`config.mk`:
```
export PLATFORM = sky130hd
export DESIGN_NAME = rsdz_isqrt
export DESIGN_NICKNAME = d
export VERILOG_FILES = /design/src/rtl/rsdz_pkg.sv /design/src/rtl/rsdz_isqrt.sv
export SDC_FILE = /design/constraint.sdc
export NUM_CORES = 1
export LEC_CHECK = 0
export ABC_AREA = 0
export BUFFER_PORTS_ARGS = -buffer_cell sky130_fd_sc_hd__buf_2
export CAP_MARGIN = 20
export CORE_ASPECT_RATIO = 0.7
export CORE_MARGIN = 8
export CORE_UTILIZATION = 55
export DETAILED_ROUTE_END_ITERATION = 8
export GPL_TIMING_DRIVEN = 1
export PLACE_DENSITY = 0.71
export SYNTH_ARGS = -nofsm -noshare
export SYNTH_HDL_FRONTEND = slang
export SYNTH_SLANG_ARGS = --single-unit
```
`constraint.sdc`:
```
create_clock -name clk -period 6.8 [get_ports clk]
set_input_delay 0.68 -clock clk [delete_from_list [all_inputs] [get_ports clk]]
set_output_delay 0.68 -clock clk [all_outputs]
set_load 0.02 [all_outputs]
```
`src/rtl/rsdz_pkg.sv`:
```
`default_nettype none
package rsdz_pkg;

	localparam int OUT_FRAC_BITS_DEF = 14;
	localparam int AXIS_W            = 16;
	localparam int SQ_W              = 32;
	localparam int SQRT_STEPS        = 16;
	localparam int Q_BITS            = 16;
	localparam int CFG_IDX_W         = 2;

	localparam logic [AXIS_W-1:0] DEAD_ZONE_RST  = 16'd8000;
	localparam logic [AXIS_W-1:0] FULL_SCALE_RST = 16'd30000;

	localparam logic [CFG_IDX_W-1:0] REG_DEAD_ZONE  = 2'd0;
	localparam logic [CFG_IDX_W-1:0] REG_FULL_SCALE = 2'd1;

	typedef struct packed {
		logic [AXIS_W-1:0] ax;
		logic [AXIS_W-1:0] ay;
		logic              nx;
		logic              ny;
	} axis_t;

	typedef struct packed {
		logic nx;
		logic ny;
		logic kill;
		logic dead;
	} flags_t;

endpackage
`default_nettype wire

```
`src/rtl/rsdz_isqrt.sv`:
```
`default_nettype none
module rsdz_isqrt import rsdz_pkg::*; #(
	parameter int TAG_W = 1
) (
	input  wire logic              clk,
	input  wire logic              arst_n,
	input  wire logic              in_valid,
	input  wire logic [SQ_W-1:0]   in_v,
	input  wire logic [TAG_W-1:0]  in_tag,
	output logic                   out_valid,
	output logic [AXIS_W-1:0]      root,
	output logic [TAG_W-1:0]       out_tag
);

	logic [SQ_W-1:0]  v_s    [0:SQRT_STEPS-1];
	logic [SQ_W-1:0]  root_s [0:SQRT_STEPS];
	logic [TAG_W-1:0] tag_s  [0:SQRT_STEPS];
	logic [SQRT_STEPS:0] valid_s;

	assign v_s[0]     = in_v;
	assign root_s[0]  = '0;
	assign tag_s[0]   = in_tag;
	assign valid_s[0] = in_valid;

	for (genvar k = 0; k < SQRT_STEPS; k++) begin : g_step
		localparam logic [SQ_W:0] BIT = (SQ_W+1)'(1) << (SQ_W - 2 - 2*k);
		logic [SQ_W:0] trial;
		logic          take;

		assign trial = {1'b0, root_s[k]} + BIT;
		assign take  = {1'b0, v_s[k]} >= trial;

		always_ff @(posedge clk or negedge arst_n) begin
			if (!arst_n) valid_s[k+1] <= 1'b0;
			else         valid_s[k+1] <= valid_s[k];
		end

		always_ff @(posedge clk) begin
			tag_s[k+1] <= tag_s[k];
			if (take) root_s[k+1] <= SQ_W'((root_s[k] >> 1) + BIT);
			else      root_s[k+1] <= root_s[k] >> 1;
		end

		if (k < SQRT_STEPS-1) begin : g_rem
			always_ff @(posedge clk) begin
				if (take) v_s[k+1] <= SQ_W'({1'b0, v_s[k]} - trial);
				else      v_s[k+1] <= v_s[k];
			end
		end
	end

	assign out_valid = valid_s[SQRT_STEPS];
	assign root      = root_s[SQRT_STEPS][AXIS_W-1:0];
	assign out_tag   = tag_s[SQRT_STEPS];

endmodule
`default_nettype wire

```
== Word level (Yosys, flattened, before mapping) ==
Index checks and enable logic that the tools add are counted.
Word-level totals
  register bits after elaboration: 1007
  latch bits: 0
  memory bits (writable): 0
  ROM bits: 0
  input port bits: 36
  output and inout bits: 18
  word-level logic and storage cells: 169
  memories: 0
Cells by class
  add/subtract/negate cells: 45
  multiply operators: 0
  div/mod/pow operators: 0
  order comparisons: 16
  equality and inequality tests: 0
  shift-type cells: 0
  muxes and demuxes: 31
  bitwise operators: 0
  reductions and logical operators: 0
Operator list (count)
  32-bit 2-to-1 mux: 15
  31-bit 2-to-1 mux: 15
  32-bit by 33-bit >= comparator with 1-bit output: 14
  32-bit subtractor: 14
  32-bit by 1-bit adder with 33-bit output, second input constant: 1
  32-bit by 11-bit adder with 33-bit output, second input constant: 1
  32-bit by 13-bit adder with 33-bit output, second input constant: 1
  32-bit by 15-bit adder with 33-bit output, second input constant: 1
  32-bit by 17-bit adder with 33-bit output, second input constant: 1
  32-bit by 19-bit adder with 33-bit output, second input constant: 1
  32-bit by 21-bit adder with 33-bit output, second input constant: 1
  32-bit by 23-bit adder with 33-bit output, second input constant: 1
  32-bit by 25-bit adder with 33-bit output, second input constant: 1
  32-bit by 27-bit adder with 33-bit output, second input constant: 1
  32-bit by 3-bit adder with 33-bit output, second input constant: 1
  32-bit by 5-bit adder with 33-bit output, second input constant: 1
  32-bit by 7-bit adder with 33-bit output, second input constant: 1
  32-bit by 9-bit adder with 33-bit output, second input constant: 1
  31-bit by 11-bit adder with 32-bit output, second input constant: 1
  31-bit by 13-bit adder with 32-bit output, second input constant: 1
  31-bit by 15-bit adder with 32-bit output, second input constant: 1
  31-bit by 17-bit adder with 32-bit output, second input constant: 1
  31-bit by 19-bit adder with 32-bit output, second input constant: 1
  31-bit by 21-bit adder with 32-bit output, second input constant: 1
  other kinds (14): 14

== Depth between registers and ports, before layout ==
Gate-level depths: netlist of the first run.
  depth in word-level cells: 3
  gate-level depth with buffers: 12
  mapped depth without buffers: 10

== Worst setup path before layout of the first run ==
OpenSTA, ideal clock, no wires.
  kind: register -> register
  start point: register v_s[52] in the netlist's numbering
  end point: register v_s[3] in the netlist's numbering
  library setup time: 0.072 ns
  arrival time: 2.589 ns
  data required time: 6.728 ns
  slack: 4.139 ns
  stages on the path, launching flop included: 11
  path buffers: 4
  period minus slack after synthesis: 2.661 ns
  cell sequence: dfxtp_1 -> or4_1 -> or3_1 -> buf_2 -> or4_1 -> nor3_2 -> and3b_1 -> buf_4 -> buf_6 -> buf_6 -> mux2i_1
On the way
  longest elaborated chain between the ends: 2
RTL lines
  start: declaration: RTL line rsdz_isqrt.sv:15  | logic [SQ_W-1:0] v_s [0:SQRT_STEPS-1];
  start signal: indexed assignment: RTL line rsdz_isqrt.sv:46  | if (take) v_s[k+1] <= SQ_W'({1'b0, v_s[k]} - trial);
  start signal: indexed assignment: RTL line rsdz_isqrt.sv:47  | else v_s[k+1] <= v_s[k];
  32-bit by 33-bit >= comparator with 1-bit output: RTL line rsdz_isqrt.sv:31  | assign take = {1'b0, v_s[k]} >= trial;
  32-bit 2-to-1 mux: RTL line rsdz_isqrt.sv:46
Every way passes these cells.
A chain may end at the register's enable or synchronous reset.

== Final worst setup path of the first run ==
  start point: register root_s[204] in the netlist's numbering
  end point: register v_s[156] in the netlist's numbering
On the way
  longest elaborated chain between the ends: 3
  elaborated cells on any way between the ends: 4
  classes of those cells: add/sub: 2; order compare: 1; mux: 1
RTL lines
  start: declaration: RTL line rsdz_isqrt.sv:16  | logic [SQ_W-1:0] root_s [0:SQRT_STEPS];
  start signal: indexed assignment: RTL line rsdz_isqrt.sv:40  | if (take) root_s[k+1] <= SQ_W'((root_s[k] >> 1) + BIT);
  start signal: indexed assignment: RTL line rsdz_isqrt.sv:41  | else root_s[k+1] <= root_s[k] >> 1;
  32-bit by 11-bit adder with 33-bit output *: RTL line rsdz_isqrt.sv:30  | assign trial = {1'b0, root_s[k]} + BIT;
  32-bit subtractor / 32-bit by 33-bit >= comparator with 1-bit output (equally long branches): RTL line rsdz_isqrt.sv:46, rsdz_isqrt.sv:31
  32-bit 2-to-1 mux *: RTL line rsdz_isqrt.sv:46
Mark *: on every way between the ends. The rest lies on a longest branch, timed or not.

==> results of run 1 <==
## registers in the layout, indices dropped and copies added, names as in the netlist
name and flops:
v_s 480, root_s 120, out_valid 1, out_tag 1
valid_s 15, root 16, tag_s 15
## Yosys cell counts (all sizes together) (8+ instances only)
| library cell | number | area [sq um] |
|---|---|---|
| xor2 | 86 | 753.2 |
| and3 | 10 | 62.56 |
| clkbuf | 25 | 93.84 |
| nand4 | 22 | 137.6 |
| or4 | 21 | 157.7 |
| nand3b | 8 | 60.06 |
| nor4b | 18 | 157.7 |
| o31ai | 17 | 127.6 |
| a211oi | 15 | 112.6 |
| nor4 | 77 | 481.7 |
| or3 | 24 | 150.1 |
| o211ai | 12 | 90.09 |
| nand3 | 40 | 200.2 |
| ha | 150 | 1877 |
| a21o | 30 | 225.2 |
| nor3 | 61 | 310.3 |
| xnor2 | 106 | 928.4 |
| o21a | 30 | 225.2 |
| dfrtp | 16 | 400.4 |
| o21ai | 124 | 620.6 |
| dfxtp | 632 | 12650 |
| mux2 | 19 | 214.0 |
| nand2b | 28 | 175.2 |
| a21oi | 104 | 520.5 |
| inv | 177 | 664.4 |
| and4 | 9 | 78.83 |
| nand2 | 165 | 619.3 |
| nor2b | 16 | 100.1 |
| nor2 | 132 | 495.5 |
## area by class of cell
type                    count  area [sq um]
fillers                  3319         15760
inverters                 177         664.4
clock inverters            33         454.2
repair buffers             61         331.6
well taps                 552         690.7
multi-input cells        1420          9721
flip-flops and latches    648         13050
clock buffers              76          1660
## worst max-delay path: stages, from the launching register on
cell,delay (ps)
dfxtp_1,330
inv_1,50
ha_1,350
o21ai_0,210
a2111oi_0,750
o21bai_1,210
nand4_1,760
and4b_1,430
nand3_1,120
xnor2_1,140
## routing by layer
layer  GRT usage  share of wire  up-vias
met4     0.05456          0.023        2
met1      0.3015           0.51     7596
li1            -              -     8078
met5           0        0.00025        -
met2      0.2948           0.40      449
met3     0.03914          0.068       84
## per-stage QoR
| step | utilization | instance area (sq um) |
|---|---|---|
| 2_1_floorplan | - | 23580 |
| 3_3_place_gp | 0.5770 | 24420 |
| 3_5_place_dp | 0.5770 | 24420 |
| 4_1_cts | 0.6272 | 26550 |
| 5_1_grt | 0.6278 | 26570 |
| 6_report | 0.6278 | 26570 |
## worst paths after layout
path                               end  cells past startpoint         from
hold reg to reg               tag_s[2]                      0     tag_s[3]
hold / removal              valid_s[1]                      1     in_valid
setup / recovery              v_s[156]                      9  root_s[204]
max in group asynchronous  valid_s[11]                      2       arst_n
min in group asynchronous   valid_s[1]                      2       arst_n
setup reg to reg              v_s[156]                      9  root_s[204]
## cell families after synthesis
family | count (synthesis) | synth area share
simple gates | 665 | 0.1469
flops | 648 | 0.5536
compound gates | 387 | 0.1017
buf+inv | 209 | 0.03476
xor+xnor | 192 | 0.07133
fa+ha+maj | 150 | 0.07961
mux | 26 | 0.01205
## power by group
part	internal [W]	switching, W
sequential	0.00473	0.000734
clock	0.00205	0.00144
combinational	0.00151	0.00185
==> results.toml, run 1 <==
[setup_path]
setup.worst_path.end_class = "flip-flop"
critical_path_required_time_ps = 7270
cp_max_fo = 23
worst_ep_arrival_time_ps = 3910
path_class = "reg2reg"
critPathLaunchType = "flip-flop"
rrSetupSlack_ps = 3350

[clock_tree]
cts_buffer_depth = 3
cts.hold.buffers_added = 1
worst_skew_pair.late_latency_ps = 610
h_tree_levels = 2
cts.sink_count = 648
post_cts.repair.setup_buffers = 0
clkTransAtPathRegs_ps = 70
tritoncts = "done"
cts_made_buffers = 58
post_cts_resize_count = 0
cts_root_buffer = "clkbuf_16"

[floorplan]
chipHeight_um = 189.2
die_area_sq_um = 49850
initial_core_utilization = 0.5570
top_level_ports = 54
core_sq_um = 42330
core.rowCount = 63
floorplan.die.width_um = 263.5

[synthesis]
avgSynthCellArea_sq_um = 10.35
synth_async_sr_flop_share = 0.02469
yosysSeqAreaShare = 0.5536
synth_warnings = 0
yosys_most_used_dff = "dfxtp_1"
syn_area_sq_um = 23580
synthCells = 2277
number_of_unique_standard_cell_types_used_by_synthesis = 70
synth-edff-count = 0
yosys_register_bits = 648
synth_fp_nets = 2463

[timing]
tightest_slew_ps = 1127
finalWorstPathRequiredPeriod_ps = 3447
finalWorstSetupSlack_ps = 3353
timing.final.crit_share = 0.5069
rsz0062_at_grt = "no"
report.final.slew_viol_count = 0
setup_viol = 0
hold_viol_final = 0
finalClockSkew_ps = 34.10
hold_ws_ps = 178.8
setup_total_negative_slack_ps = 0
worst_slew_margin_rel = 0.2420
max_freq_mhz = 290.1

[detailed_routing]
via_count = 16210
drt-pass1-iter-count = 5
detail_route.vias_per_cell = 5.463
remaining_drc_errors = 0
routed_wire_length_per_instance_um = 17.23
ant_nets = 0
routed_wl_mm = 51.13
detail_route.iter0.violations = 1250

[power]
finalPower_w = 0.01231
p_leak_nw = 12.05
peakVddDrop_mv = 0.2552
power.density_cell_area_nw_per_um2 = 463.3

[final_layout]
nets = 2552
antenna_cells_inserted = 0
layout_cell_share_with_drive_strength_beyond_1 = 0.08240
mostFrequentLayoutCell = "dfxtp_1"
final-instance-count-excl-fill = 2967
area_growth_syn_to_layout_pct = 12.72
layout.cells.most_common_list = "632 x dfxtp_1, 177 x inv_1, 165 x nand2_1, 150 x ha_1, 132 x nor2_1"

[global_routing]
groute.usage.overall = 0.2019
pin_count_of_the_biggest_net_entering_global_routing = 39
grt_antenna_before_repair = 1
grt_pass1_vias = 15750
gr-total-overflow = 0
grt_first_pass_wirelength_mm = 82.63

[placed_design]
post-place-ws_ps = 3486
gp_congestion = 0.8959
io_buffers = 53
hpwlAfterDp_mm = 38.24
dp_cells = 2854

[flow_run]
max_cap_violations = 0

[min_path]
min_delay_worst_type = "in2reg"

[status]
outcome = "complete, no violations"
Power figures use the tool's default switching activity.
==> inputs of run 2 (changes only) <==
--- a/config.mk
+++ b/config.mk
@@ -13,7 +13,7 @@
 export CORE_UTILIZATION = 55
 export DETAILED_ROUTE_END_ITERATION = 8
 export GPL_TIMING_DRIVEN = 1
-export PLACE_DENSITY = 0.71
+export PLACE_DENSITY = 0.74
 export SYNTH_ARGS = -nofsm -noshare
 export SYNTH_HDL_FRONTEND = slang
 export SYNTH_SLANG_ARGS = --single-unit
==> constraint.sdc (replaced) <==
create_clock -name clk -period 2.9 [get_ports clk]
set_input_delay 0.29 -clock clk [delete_from_list [all_inputs] [get_ports clk]]
set_output_delay 0.29 -clock clk [all_outputs]
set_load 0.02 [all_outputs]
==> run 2 against run 1 <==
  * Maximum frequency rose by 22%
  * Setup slack got worse by 3300 ps
  * Die area did not move
  * Flip-flop and latch count did not move
  * Clock power rose by 120%
  * Non-clock buffer count rose by 65
  * Global-route usage rose by 0.39 points
  * Hold slack got worse by 46 ps
  * Critical path depth rose by 2
==> results.toml, run 2 (synthesized netlist as in run 1, its figures left out) <==
[status]
outcome = "complete, no violations"

[setup_path]
cp_max_fo = 6
crit_path_start = "root_s[69]"
critical_path_required_time_ps = 3370
rrSetupSlack_ps = 80
cp_common_cell = "buf_4"
timing.critical_path.cells = "inv_1 -> ha_1 -> nand3_1 -> or4_1 -> nor4_1 -> buf_4 -> nor3_2 -> and3b_2 -> buf_4 -> or3_1 -> xnor2_1"
critPathLaunchType = "flip-flop"
worst_path_dominant_cell_family = "simple AND/OR/NAND/NOR gates"
r2r_cells = 11
critical_path.slowest_cell = "or4_1"
crit-reg2reg-launch = "root_s[69]"
r2r-end = "v_s[30]"
path_class = "reg2reg"
setup.worst_path.end_class = "flip-flop"
critPathMaxStageDelay_ps = 450
timing.critical_path.buf_inv = 3
worst_ep_arrival_time_ps = 3290

[floorplan]
floorplan.die.width_um = 263.5
top_level_ports = 54
core_sq_um = 42330
die_area_sq_um = 49850
chipHeight_um = 189.2
core.rowCount = 63
initial_core_utilization = 0.5570

[final_layout]
post-route-util = 0.6392
largest_register_ffs = 480
nets = 2617
layout.cells.most_common_list = "632 x dfxtp_1, 177 x inv_1, 165 x nand2_1, 150 x ha_1, 131 x nor2_1"
fillers = 3218
most_flop_heavy_register = "v_s"
antenna_cells_inserted = 0
mostFrequentLayoutCell = "dfxtp_1"
layout_cell_share_with_drive_strength_beyond_1 = 0.09355
area_of_the_multi_input_gates_sq_um = 9762
seqCellArea_sq_um = 13050
area_growth_syn_to_layout_pct = 14.76

[clock_tree]
cts.sink_count = 648
h_tree_levels = 2
tritoncts = "done"
post_cts.repair.setup_buffers = 0
cts_root_buffer = "clkbuf_16"
cts_buffer_depth = 3
worst_skew_pair.late_latency_ps = 600
cts_made_buffers = 58
clkTransAtPathRegs_ps = 70

[power]
peakVddDrop_mv = 0.7596
power.density_cell_area_nw_per_um2 = 1058
p_leak_nw = 12.30

[timing]
finalWorstPathRequiredPeriod_ps = 2818
finalClockSkew_ps = 23.70
tightest_slew_ps = 795.5
worst_slew_margin_rel = 0.4621
report.final.slew_viol_count = 0
hold_viol_final = 0
max_freq_mhz = 354.8
timing.final.crit_share = 0.9718
rsz0062_at_grt = "no"
setup_viol = 0
setup_total_negative_slack_ps = 0

[detailed_routing]
ant_nets = 0
drt-pass1-iter-count = 5
via_count = 16480
routed_wire_length_per_instance_um = 17.21
routed_wl_mm = 52.18
detail_route.iter0.violations = 1294
remaining_drc_errors = 0
detail_route.vias_per_cell = 5.434

[global_routing]
grt_pass1_vias = 16350
groute.usage.overall = 0.2058
grt_antenna_before_repair = 0
gr-total-overflow = 0
pin_count_of_the_biggest_net_entering_global_routing = 31
grt_first_pass_wirelength_mm = 84.99

[placed_design]
hpwlAfterDp_mm = 38.91
io_buffers = 53
gp_congestion = 0.9111

[min_path]
min_delay_worst_type = "in2async"

[flow_run]
max_cap_violations = 0
[run 2: layout make-up]
type / count / share of cell area
Inverter: 177 / 0.02455
Timing Repair Buffer: 126 / 0.03390
Multi-Input combinational cell: 1420 / 0.3608
Clock buffer: 84 / 0.06280
Sequential cell: 648 / 0.4824
Clock inverter: 25 / 0.01003
Tap cell: 552 / 0.02553
[run 2: routing by layer]
layer / global-route usage / wire length (um) / vias up
li1: - / - / 8189
met4: 0.05456 / 1227 / 0
met5: 0 / 0 / -
met3: 0.03629 / 3264 / 89
met2: 0.3162 / 21740 / 440
met1: 0.2970 / 25950 / 7758
[run 2: how the worst max path moves through the flow]
stage               end  slack, ps  depth (start not counted)
2_1_floorplan    v_s[3]        240                         10
3_3_place_gp   v_s[116]        130                          9
3_5_place_dp   v_s[116]         80                          9
4_1_cts        v_s[116]         50                          9
5_1_grt         v_s[94]          8                          9
6_report        v_s[30]         80                         11
[run 2: repair_timing]
action / 4_1_cts / 5_1_grt
gates resized for setup: 0 / 12
endpoints found under the setup margin: 0 / 26
hold endpoints to repair: 50 / 0
hold buffers: 35 / 0
[run 2: worst reg2reg max path: cells and delay by family, from the launching register on]
family                   cells  cell delay (ps)
AND/OR/NAND/NOR              6             1440
adder cells (fa/ha/maj)      1              350
XOR/XNOR                     1              130
buffers and inverters        3              400
flip-flops                   1              360
[run 2: where the power goes]
group          switching, W  leakage, nW  total [W]  internal, W
Combinational       0.00441         5.85    0.00810      0.00369
Sequential          0.00168         5.49     0.0128       0.0111
Clock               0.00331        0.970    0.00775      0.00445
[run 2: metrics by stage]
step                power [W]  instances  hold WS (ps)  instance area, sq um  setup WS [ps]
floorplan             0.01843       2277        -5.591                 23580          239.0
finish                0.02862       3032         132.4                 27060          81.75
global route          0.03034       3032         159.4                 27060          7.726
CTS                   0.02863       3032         101.0                 27010          51.17
detailed placement    0.02076       2888         214.9                 24690          79.03
global placement      0.02056       2888         203.0                 24690          129.2
